$ cat src/sv/record_row_decoder_unit_defines.svh
// Assertion macros used by the decoder controller.
// They expect a clock named clk and a synchronous reset named rst in scope.
`ifndef RECORD_ROW_DECODER_UNIT_DEFINES_SVH
`define RECORD_ROW_DECODER_UNIT_DEFINES_SVH

// Same-cycle implication.
`define RRD_ASSERT_NOW(label, ante, cons, msg) \
  label: assert property (@(posedge clk) disable iff (rst) (ante) |-> (cons)) \
    else $error(msg);

// Next-cycle implication.
`define RRD_ASSERT_NEXT(label, ante, cons, msg) \
  label: assert property (@(posedge clk) disable iff (rst) (ante) |=> (cons)) \
    else $error(msg);

`endif

$ cat src/sv/rrd_pkg.sv
package rrd_pkg;

  localparam int MAX_COLUMNS = 32;
  localparam int COL_W       = $clog2(MAX_COLUMNS + 1);
  localparam int NB_IDX_W    = $clog2(MAX_COLUMNS);
  localparam int BM_BYTES    = (MAX_COLUMNS + 7) / 8;
  localparam int BM_IDX_W    = $clog2(BM_BYTES);
  localparam int BM_CNT_W    = $clog2(BM_BYTES + 1);
  localparam int TEXT_MAP_W  = 32;
  localparam int CFG_IDX_W   = 1;
  localparam int CFG_DATA_W  = 32;
  localparam int TDATA_OUT_W = 112;

  localparam logic [CFG_IDX_W-1:0] CFG_COLUMN_COUNT   = 1'b0;
  localparam logic [CFG_IDX_W-1:0] CFG_COLUMN_IS_TEXT = 1'b1;

  localparam logic [2:0] INT_LAST_BYTE = 3'd7;
  localparam logic [2:0] LEN_LAST_BYTE = 3'd3;

  typedef enum logic [2:0] {
    KIND_NULL   = 3'd0,
    KIND_INT    = 3'd1,
    KIND_HDR    = 3'd2,
    KIND_TBYTE  = 3'd3,
    KIND_STATUS = 3'd4
  } kind_t;

  // Commands from the controller to the datapath.
  typedef struct packed {
    logic  load_bitmap;
    logic  inc_idx;
    logic  load_asm;
    logic  inc_fbc;
    logic  field_clear;
    logic  load_len;
    logic  dec_left;
    logic  col_zero;
    logic  col_inc;
    logic  rec_clear;
    logic  emit;
    kind_t kind;
    logic  last;
    logic  status;
  } rrd_cmd_t;

  // Status from the datapath to the controller.
  typedef struct packed {
    logic out_free;
    logic need_zero;
    logic bm_last;
    logic int_last;
    logic len_last;
    logic len_zero;
    logic left_one;
    logic cur_in_range;
    logic cur_null;
    logic cur_text;
    logic next_null;
  } rrd_sts_t;

endpackage

$ cat src/sv/rrd_datapath.sv
module rrd_datapath (
  input  logic                             clk,
  input  logic                             rst,
  input  logic                             cfg_we,
  input  logic [rrd_pkg::CFG_IDX_W-1:0]    cfg_index,
  input  logic [rrd_pkg::CFG_DATA_W-1:0]   cfg_data,
  input  logic [7:0]                       in_byte,
  input  rrd_pkg::rrd_cmd_t                cmd,
  output rrd_pkg::rrd_sts_t                sts,
  input  logic                             m_tready,
  output logic                             m_tvalid,
  output logic [rrd_pkg::TDATA_OUT_W-1:0]  m_tdata,
  output logic [2:0]                       m_tuser,
  output logic                             m_tlast
);

  logic [rrd_pkg::COL_W-1:0]       column_count;
  logic [rrd_pkg::TEXT_MAP_W-1:0]  column_is_text;
  logic [rrd_pkg::COL_W-1:0]       cur_col;
  logic [rrd_pkg::MAX_COLUMNS-1:0] null_bits;
  logic [rrd_pkg::BM_IDX_W-1:0]    bm_idx;
  logic [2:0]                      fbc;
  logic [63:0]                     asm_reg;
  logic [31:0]                     text_left;

  logic                            out_valid;
  logic [4:0]                      out_col;
  rrd_pkg::kind_t                  out_kind;
  logic [63:0]                     out_int;
  logic [31:0]                     out_len;
  logic [7:0]                      out_tbyte;
  logic                            out_status;
  logic                            out_last;

  logic [rrd_pkg::COL_W-1:0]       cols;
  logic [rrd_pkg::BM_CNT_W-1:0]    need;
  logic [rrd_pkg::COL_W-1:0]       cur_p1;
  logic [63:0]                     int_value;
  logic [31:0]                     len_value;

  // Column counts above the storage limit are clamped.
  assign cols = (column_count > rrd_pkg::COL_W'(rrd_pkg::MAX_COLUMNS)) ?
                rrd_pkg::COL_W'(rrd_pkg::MAX_COLUMNS) : column_count;
  assign need = rrd_pkg::BM_CNT_W'((cols + rrd_pkg::COL_W'(7)) >> 3);
  assign cur_p1 = cur_col + rrd_pkg::COL_W'(1);
  assign int_value = {in_byte, asm_reg[55:0]};
  assign len_value = {in_byte, asm_reg[23:0]};

  always_comb begin
    sts.out_free     = !out_valid || m_tready;
    sts.need_zero    = (cols == '0);
    sts.bm_last      = (rrd_pkg::BM_CNT_W'(bm_idx) + rrd_pkg::BM_CNT_W'(1)) >= need;
    sts.int_last     = (fbc >= rrd_pkg::INT_LAST_BYTE);
    sts.len_last     = (fbc >= rrd_pkg::LEN_LAST_BYTE);
    sts.len_zero     = (len_value == '0);
    sts.left_one     = (text_left == 32'd1);
    sts.cur_in_range = (cur_col < cols);
    sts.cur_null     = null_bits[cur_col[rrd_pkg::NB_IDX_W-1:0]];
    sts.cur_text     = (cur_col < rrd_pkg::COL_W'(rrd_pkg::TEXT_MAP_W)) &&
                       column_is_text[cur_col[4:0]];
    sts.next_null    = (cur_p1 < cols) && null_bits[cur_p1[rrd_pkg::NB_IDX_W-1:0]];
  end

  always_ff @(posedge clk) begin
    if (rst) begin
      column_count   <= rrd_pkg::COL_W'(1);
      column_is_text <= '0;
    end else if (cfg_we) begin
      unique case (cfg_index)
        rrd_pkg::CFG_COLUMN_COUNT:   column_count   <= cfg_data[rrd_pkg::COL_W-1:0];
        rrd_pkg::CFG_COLUMN_IS_TEXT: column_is_text <= cfg_data[rrd_pkg::TEXT_MAP_W-1:0];
        default: ;
      endcase
    end
  end

  // Parse state. A record clear wins over anything else issued in the same cycle.
  always_ff @(posedge clk) begin
    if (rst || cmd.rec_clear) begin
      cur_col   <= '0;
      null_bits <= '0;
      bm_idx    <= '0;
      fbc       <= '0;
      text_left <= '0;
    end else begin
      if (cmd.load_bitmap) begin
        null_bits[{bm_idx, 3'b000} +: 8] <= in_byte;
      end
      if (cmd.inc_idx) begin
        bm_idx <= bm_idx + rrd_pkg::BM_IDX_W'(1);
      end
      if (cmd.field_clear) begin
        fbc <= '0;
      end else if (cmd.inc_fbc) begin
        fbc <= fbc + 3'd1;
      end
      if (cmd.col_zero) begin
        cur_col <= '0;
      end else if (cmd.col_inc) begin
        cur_col <= cur_p1;
      end
      if (cmd.load_len) begin
        text_left <= len_value;
      end else if (cmd.dec_left) begin
        text_left <= text_left - 32'd1;
      end
    end
  end

  // Each byte slot is written once per field, so no clear is needed.
  always_ff @(posedge clk) begin
    if (cmd.load_asm) begin
      asm_reg[{fbc, 3'b000} +: 8] <= in_byte;
    end
  end

  always_ff @(posedge clk) begin
    if (rst) begin
      out_valid <= 1'b0;
    end else if (cmd.emit) begin
      out_valid <= 1'b1;
    end else if (m_tready) begin
      out_valid <= 1'b0;
    end
  end

  // Fields that do not belong to the issued kind are sent as zero.
  always_ff @(posedge clk) begin
    if (cmd.emit) begin
      out_kind   <= cmd.kind;
      out_last   <= cmd.last;
      out_col    <= (cmd.kind == rrd_pkg::KIND_STATUS) ? 5'd0 : cur_col[4:0];
      out_int    <= (cmd.kind == rrd_pkg::KIND_INT) ? int_value : 64'd0;
      out_len    <= (cmd.kind == rrd_pkg::KIND_HDR) ? len_value : 32'd0;
      out_tbyte  <= (cmd.kind == rrd_pkg::KIND_TBYTE) ? in_byte : 8'd0;
      out_status <= (cmd.kind == rrd_pkg::KIND_STATUS) && cmd.status;
    end
  end

  assign m_tvalid = out_valid;
  assign m_tdata  = {2'b00, out_status, out_tbyte, out_len, out_int, out_col};
  assign m_tuser  = out_kind;
  assign m_tlast  = out_last;

endmodule

$ cat src/sv/rrd_ctrl.sv
`include "record_row_decoder_unit_defines.svh"

module rrd_ctrl (
  input  logic              clk,
  input  logic              rst,
  input  logic              s_tvalid,
  input  logic              s_tlast,
  output logic              s_tready,
  input  rrd_pkg::rrd_sts_t sts,
  output rrd_pkg::rrd_cmd_t cmd
);

  typedef enum logic [2:0] {
    ST_BITMAP,
    ST_INT,
    ST_TLEN,
    ST_TBODY,
    ST_DONE,
    ST_ADVANCE,
    ST_STATUS
  } state_t;

  state_t state;
  state_t state_next;
  state_t phase_next;
  logic   eor_hold;
  logic   eor_hold_next;
  logic   trunc;
  logic   trunc_next;
  logic   parsing;
  logic   accept;
  logic   go_adv;

  assign parsing  = (state == ST_BITMAP) || (state == ST_INT) || (state == ST_TLEN) ||
                    (state == ST_TBODY) || (state == ST_DONE);
  assign s_tready = parsing && sts.out_free;
  assign accept   = s_tvalid && s_tready;

  always_comb begin
    cmd           = '0;
    state_next    = state;
    phase_next    = state;
    eor_hold_next = eor_hold;
    trunc_next    = trunc;
    go_adv        = 1'b0;

    unique case (state)
      ST_BITMAP, ST_INT, ST_TLEN, ST_TBODY, ST_DONE: begin
        if (accept) begin
          unique case (state)
            ST_BITMAP: begin
              if (sts.need_zero) begin
                phase_next = ST_DONE;
              end else begin
                cmd.load_bitmap = 1'b1;
                if (sts.bm_last) begin
                  cmd.col_zero = 1'b1;
                  go_adv       = 1'b1;
                end else begin
                  cmd.inc_idx = 1'b1;
                end
              end
            end
            ST_INT: begin
              cmd.load_asm = 1'b1;
              if (sts.int_last) begin
                cmd.emit    = 1'b1;
                cmd.kind    = rrd_pkg::KIND_INT;
                cmd.col_inc = 1'b1;
                go_adv      = 1'b1;
              end else begin
                cmd.inc_fbc = 1'b1;
              end
            end
            ST_TLEN: begin
              cmd.load_asm = 1'b1;
              if (sts.len_last) begin
                cmd.emit     = 1'b1;
                cmd.kind     = rrd_pkg::KIND_HDR;
                cmd.load_len = 1'b1;
                if (sts.len_zero) begin
                  cmd.col_inc = 1'b1;
                  go_adv      = 1'b1;
                end else begin
                  phase_next = ST_TBODY;
                end
              end else begin
                cmd.inc_fbc = 1'b1;
              end
            end
            ST_TBODY: begin
              cmd.emit     = 1'b1;
              cmd.kind     = rrd_pkg::KIND_TBYTE;
              cmd.dec_left = 1'b1;
              if (sts.left_one) begin
                cmd.col_inc = 1'b1;
                go_adv      = 1'b1;
              end
            end
            default: ;
          endcase

          // A null run after a finished field still follows this result.
          cmd.last = !s_tlast && !(go_adv && sts.next_null);

          if (go_adv) begin
            state_next    = ST_ADVANCE;
            eor_hold_next = s_tlast;
          end else if (s_tlast) begin
            if (cmd.emit) begin
              state_next = ST_STATUS;
              trunc_next = (phase_next != ST_DONE);
            end else begin
              cmd.emit      = 1'b1;
              cmd.kind      = rrd_pkg::KIND_STATUS;
              cmd.status    = (phase_next != ST_DONE);
              cmd.last      = 1'b1;
              cmd.rec_clear = 1'b1;
              state_next    = ST_BITMAP;
            end
          end else begin
            state_next = phase_next;
          end
        end
      end
      ST_ADVANCE: begin
        if (sts.out_free) begin
          if (sts.cur_in_range && sts.cur_null) begin
            cmd.emit    = 1'b1;
            cmd.kind    = rrd_pkg::KIND_NULL;
            cmd.last    = !eor_hold && !sts.next_null;
            cmd.col_inc = 1'b1;
          end else begin
            if (!sts.cur_in_range) begin
              phase_next = ST_DONE;
            end else if (sts.cur_text) begin
              phase_next = ST_TLEN;
            end else begin
              phase_next = ST_INT;
            end
            cmd.field_clear = 1'b1;
            if (eor_hold) begin
              cmd.emit      = 1'b1;
              cmd.kind      = rrd_pkg::KIND_STATUS;
              cmd.status    = (phase_next != ST_DONE);
              cmd.last      = 1'b1;
              cmd.rec_clear = 1'b1;
              state_next    = ST_BITMAP;
            end else begin
              state_next = phase_next;
            end
          end
        end
      end
      ST_STATUS: begin
        if (sts.out_free) begin
          cmd.emit      = 1'b1;
          cmd.kind      = rrd_pkg::KIND_STATUS;
          cmd.status    = trunc;
          cmd.last      = 1'b1;
          cmd.rec_clear = 1'b1;
          state_next    = ST_BITMAP;
        end
      end
      default: state_next = ST_BITMAP;
    endcase
  end

  always_ff @(posedge clk) begin
    if (rst) begin
      state    <= ST_BITMAP;
      eor_hold <= 1'b0;
      trunc    <= 1'b0;
    end else begin
      state    <= state_next;
      eor_hold <= eor_hold_next;
      trunc    <= trunc_next;
    end
  end

  `RRD_ASSERT_NOW(a_no_input_in_walk, (state == ST_ADVANCE) || (state == ST_STATUS), !s_tready, "input taken while walking columns")
  `RRD_ASSERT_NOW(a_emit_needs_room, cmd.emit, sts.out_free, "result issued into a full output register")
  `RRD_ASSERT_NOW(a_status_ends_rec, cmd.emit && (cmd.kind == rrd_pkg::KIND_STATUS), cmd.rec_clear && cmd.last, "status without record end")
  `RRD_ASSERT_NEXT(a_clear_to_bitmap, cmd.rec_clear, state == ST_BITMAP, "record end did not return to bitmap")

endmodule

$ cat src/sv/record_row_decoder_unit.sv
// Channel  Dir  Fields (low bit first)
// s_*      in   tdata: data_byte[7:0]; tlast: end_of_record
// m_*      out  tdata: column_index, int_value, text_length, text_byte, record_status, pad;
//               tuser: item_kind; tlast: last_of_run
// cfg_*    in   cfg_index 0 column_count, 1 column_is_text; write on cfg_we
//
// Field bytes (bitmap, integer, text length, text body) are taken one per cycle while
// s_tready is high. After each completed field the controller walks the columns and
// issues one null result per null column that follows it, since every result passes
// through the single output register. A status after an emitting byte waits in its own state.
// Reset is synchronous; it restores column_count 1 and column_is_text 0.
// A stall on m_tready holds the output register and blocks s_tready.
module record_row_decoder_unit (
  input  logic                             clk,
  input  logic                             rst,
  input  logic                             s_tvalid,
  output logic                             s_tready,
  input  logic [7:0]                       s_tdata,  // data_byte
  input  logic                             s_tlast,
  output logic                             m_tvalid,
  input  logic                             m_tready,
  // column_index[4:0], int_value[68:5], text_length[100:69],
  // text_byte[108:101], record_status[109], zero pad[111:110]
  output logic [rrd_pkg::TDATA_OUT_W-1:0]  m_tdata,
  output logic [2:0]                       m_tuser,  // item_kind
  output logic                             m_tlast,
  input  logic                             cfg_we,
  input  logic [rrd_pkg::CFG_IDX_W-1:0]    cfg_index,
  input  logic [rrd_pkg::CFG_DATA_W-1:0]   cfg_data
);

  rrd_pkg::rrd_cmd_t cmd;
  rrd_pkg::rrd_sts_t sts;

  rrd_ctrl u_ctrl (
    .clk      (clk),
    .rst      (rst),
    .s_tvalid (s_tvalid),
    .s_tlast  (s_tlast),
    .s_tready (s_tready),
    .sts      (sts),
    .cmd      (cmd)
  );

  rrd_datapath u_datapath (
    .clk       (clk),
    .rst       (rst),
    .cfg_we    (cfg_we),
    .cfg_index (cfg_index),
    .cfg_data  (cfg_data),
    .in_byte   (s_tdata),
    .cmd       (cmd),
    .sts       (sts),
    .m_tready  (m_tready),
    .m_tvalid  (m_tvalid),
    .m_tdata   (m_tdata),
    .m_tuser   (m_tuser),
    .m_tlast   (m_tlast)
  );

endmodule
$ cat config.mk
export PLATFORM = sky130hd
export DESIGN_NAME = record_row_decoder_unit
export DESIGN_NICKNAME = d
export VERILOG_FILES = /design/src/sv/rrd_pkg.sv /design/src/sv/rrd_datapath.sv /design/src/sv/rrd_ctrl.sv /design/src/sv/record_row_decoder_unit.sv
export VERILOG_INCLUDE_DIRS = /design/src /design/src/sv
export SDC_FILE = /design/constraint.sdc
export NUM_CORES = 1
export LEC_CHECK = 0
export BUFFER_PORTS_ARGS = -buffer_cell sky130_fd_sc_hd__buf_2
export CAP_MARGIN = 20
export CORE_MARGIN = 10
export CORE_UTILIZATION = 45
export DETAILED_ROUTE_END_ITERATION = 7
export PLACE_DENSITY = 0.66
export SLEW_MARGIN = 40
export SYNTH_ARGS = -nofsm -noshare
export SYNTH_HDL_FRONTEND = slang
export SYNTH_SLANG_ARGS = --single-unit
$ cat constraint.sdc
create_clock -name clk -period 9.5 [get_ports clk]
set_input_delay 1.425 -clock clk [delete_from_list [all_inputs] [get_ports clk]]
set_output_delay 1.425 -clock clk [all_outputs]
set_load 0.005 [all_outputs]
==> results_dict.tcl <==
set metrics [dict create \
    die_h_um 194 \
    antenna_found_initial 0 \
    die_area_sq_um 37500 \
    start_util 0.456 \
    postRouteAntennaNets 0 \
    yosys-mux-area-fraction 0.0498 \
    grt_pass1_wl_um 55500 \
    synth-simple-area-share 0.223 \
    grt_setup_unrepaired "no" \
    synthAdderAreaFrac 0.0249 \
    clock_sinks 289 \
    synth_area_per_cell_sq_um 10.3 \
    clock.fmax_mhz 214 \
    yosysTopAreaCell "edfxtp_1" \
    async_reset_ff_frac 0 \
    routedWlPerCell_um 19.2 \
    grt_use_total 0.177 \
    drt-vias-per-instance 5.71 \
    drt-initial-drc-count 953 \
    synth_cells 1315 \
    vias 10500 \
    cts.path.max_buffers 3 \
    ys_warn_count 0 \
    syn_area_sq_um 13600 \
    final.setup_skew_ns 0.0234 \
    synth_edf_count 170 \
    max_slew_margin 0.460 \
    swShare 0.244 \
    drt_wl_total_um 35300 \
    netlist_top_cells_area "edfxtp_1, dfxtp_1, and3_1, nand2_1, a21oi_1" \
    final.min_clock_period_ns 4.67 \
    htree_levels 1 \
    synthFlopType "edfxtp_1" \
    ys_seq_elements 289 \
    grt_start_max_net_pins 68 \
    gp_congestion 0.902 \
    cellPowerDensity_nw_per_um2 179 \
    clock-root-buffer "clkbuf_16" \
    io-pin-count 165 \
    cts-buffers-inserted 30 \
    setup_viol 0 \
    max-vdd-ir-drop_v 0.000111 \
    areaGrowthSynthToFinish_pct 15.2 \
    layout_common_cells "edfxtp_1, buf_2, nand2_1" \
    crit_path_end "u_datapath.out_int[28]$_SDFFCE_PP0P_" \
    layout-drive-gt1-share 0.188 \
    fin_hold_ws_ns 0.451 \
    fillers 2635 \
    synth_top_family_by_area "simple AND/OR/NAND/NOR gates" \
    gr-total-overflow 0 \
    core-area_sq_um 29700 \
    largest_reg_flops 64 \
    rrSetupSlack_ns 4.83 \
    p_seq_frac 0.505 \
    grt_pass1_vias 9983 \
    power.internal_uw 2110 \
    worstMarginPinSlew_ns 0.808 \
    leakagePower_uw 0.00592 \
    drc 0 \
    setup_tns_ns 0 \
    crit_arrival_ns 4.87 \
    switchingPower_uw 680 \
    rr_worst_depth 10 \
    synth-compound-area-share 0.102 \
    ctsHoldBuffers 0 \
    synth_cell_type_count 68 \
    maxSlewViolCount 0 \
    synth_xor_area_frac 0.0123 \
    insertion_delay_ns 0.57 \
    placedCellCount 1782 \
    cts_tree "yes" \
    timing.rr.end "u_datapath.out_int[28]$_SDFFCE_PP0P_" \
    crit_start "u_datapath.fbc[0]$_SDFFE_PP0P_" \
    stdcell_count 1839 \
    crit_path_end_kind "flip-flop" \
    post-cts-setup-buffers 0 \
    r2r-start "u_datapath.fbc[0]$_SDFFE_PP0P_" \
    cts_resized 0 \
    io_buffers 162 \
    final_common_cell "edfxtp_1" \
    drv_cap 0 \
    clockPowerShare 0.409 \
    nets 1499 \
    ys_seq_area_frac 0.552 \
    first_pass_iters 5 \
    fin_crit_sh 0.492 \
    antenna_cells 0 \
    worstPathMaxFanout 61 \
    worst_ep_required_time_ns 9.70 \
    pwr-share-comb 0.086 \
    status "finished, final reports clean" \
    final-hold-violation-count 0 \
    crit_type "reg -> reg" \
    hold_class "reg -> reg" \
    place_area_sq_um 14600 \
    die_width_um 194 \
    cp-start-kind "flip-flop" \
    row_count 63 \
    fin_area_sq_um 15600 \
    netlist.area_leader.share 0.377 \
    cts.clk_slew.worst_paths_ns 0.06 \
    dpl.hpwl_um 23800 \
]
cells in the mapped netlist, types with 27 or more instances:
master,count
a21oi_1,113
and2_1,62
and3_1,112
clkbuf_1,75
dfxtp_1,119
edfxtp_1,170
ha_1,27
mux2i_1,27
nand2_1,152
nand3_1,56
nor2_1,94
nor3_1,31
o21ai_0,32
power groups by stage:
stage          Combinational [uW]  Clock [uW]  Sequential, uW
2_1_floorplan                 140           0            1440
3_3_place_gp                  231           0            1440
3_5_place_dp                  238           0            1440
4_1_cts                       239        1160            1410
5_1_grt                       262        1210            1420
6_report                      239        1140            1410
cell type report:
class                   instances  area, sq um  area share
clock inverters                20          174      0.0111
repair buffers                176          956      0.0612
multi-input cells             911         5670       0.363
flip-flops and latches        289         7490       0.479
inverters                      17         63.8     0.00409
clock buffers                  36          783      0.0501
well taps                     390          488      0.0312
critical path: stages, from the launching register on:
cell      delay, ns
dfxtp_1        0.41
ha_1           0.27
ha_1           0.20
a211oi_2       0.39
or4b_4         0.52
o31ai_2        0.16
a211o_2        0.35
nor2_1         0.23
nand3b_1       0.43
buf_4          0.61
buf_4          0.69
per-stage QoR:
stage           util  power (uW)  worst slack (ns)
2_1_floorplan      -        1580              3.09
3_3_place_gp   0.490        1670              4.66
3_5_place_dp   0.492        1680              4.58
4_1_cts        0.525        2810              4.83
5_1_grt        0.526        2880              4.56
6_report       0.526        2790              4.83
cell families after synthesis:
kind of cell	after synthesis
AND/OR/NAND/NOR	592
flip-flops	289
AO/OA/AOI/OAI	225
buffers and inverters	116
multiplexers	46
adder cells (fa/ha/maj)	27
XOR/XNOR	19
other	1
worst min-delay path by stage:
stage                                                     from                                          to  slack (ns)  cells after the start
detailed placement  u_datapath.column_is_text[13]$_SDFFE_PP0P_  u_datapath.column_is_text[13]$_SDFFE_PP0P_        0.45                      2
floorplan           u_datapath.column_is_text[12]$_SDFFE_PP0P_  u_datapath.column_is_text[12]$_SDFFE_PP0P_        0.43                      2
CTS                  u_datapath.column_is_text[3]$_SDFFE_PP0P_   u_datapath.column_is_text[3]$_SDFFE_PP0P_        0.46                      2
global placement    u_datapath.column_is_text[21]$_SDFFE_PP0P_  u_datapath.column_is_text[21]$_SDFFE_PP0P_        0.44                      2
finish              u_datapath.column_is_text[20]$_SDFFE_PP0P_  u_datapath.column_is_text[20]$_SDFFE_PP0P_        0.45                      2
global route        u_datapath.column_is_text[25]$_SDFFE_PP0P_  u_datapath.column_is_text[25]$_SDFFE_PP0P_        0.47                      2
layer usage:
layer  wire length (um)  GRT usage  vias up  part of all wire
li1                   -          -     4989                 -
met1              15300      0.232     5054              0.43
met2              16900      0.293      401              0.48
met3               2260     0.0304       60             0.064
met4                847     0.0538        0             0.024
met5                  0          0        -                 0
No activity file was read; power rests on OpenSTA's default activity.
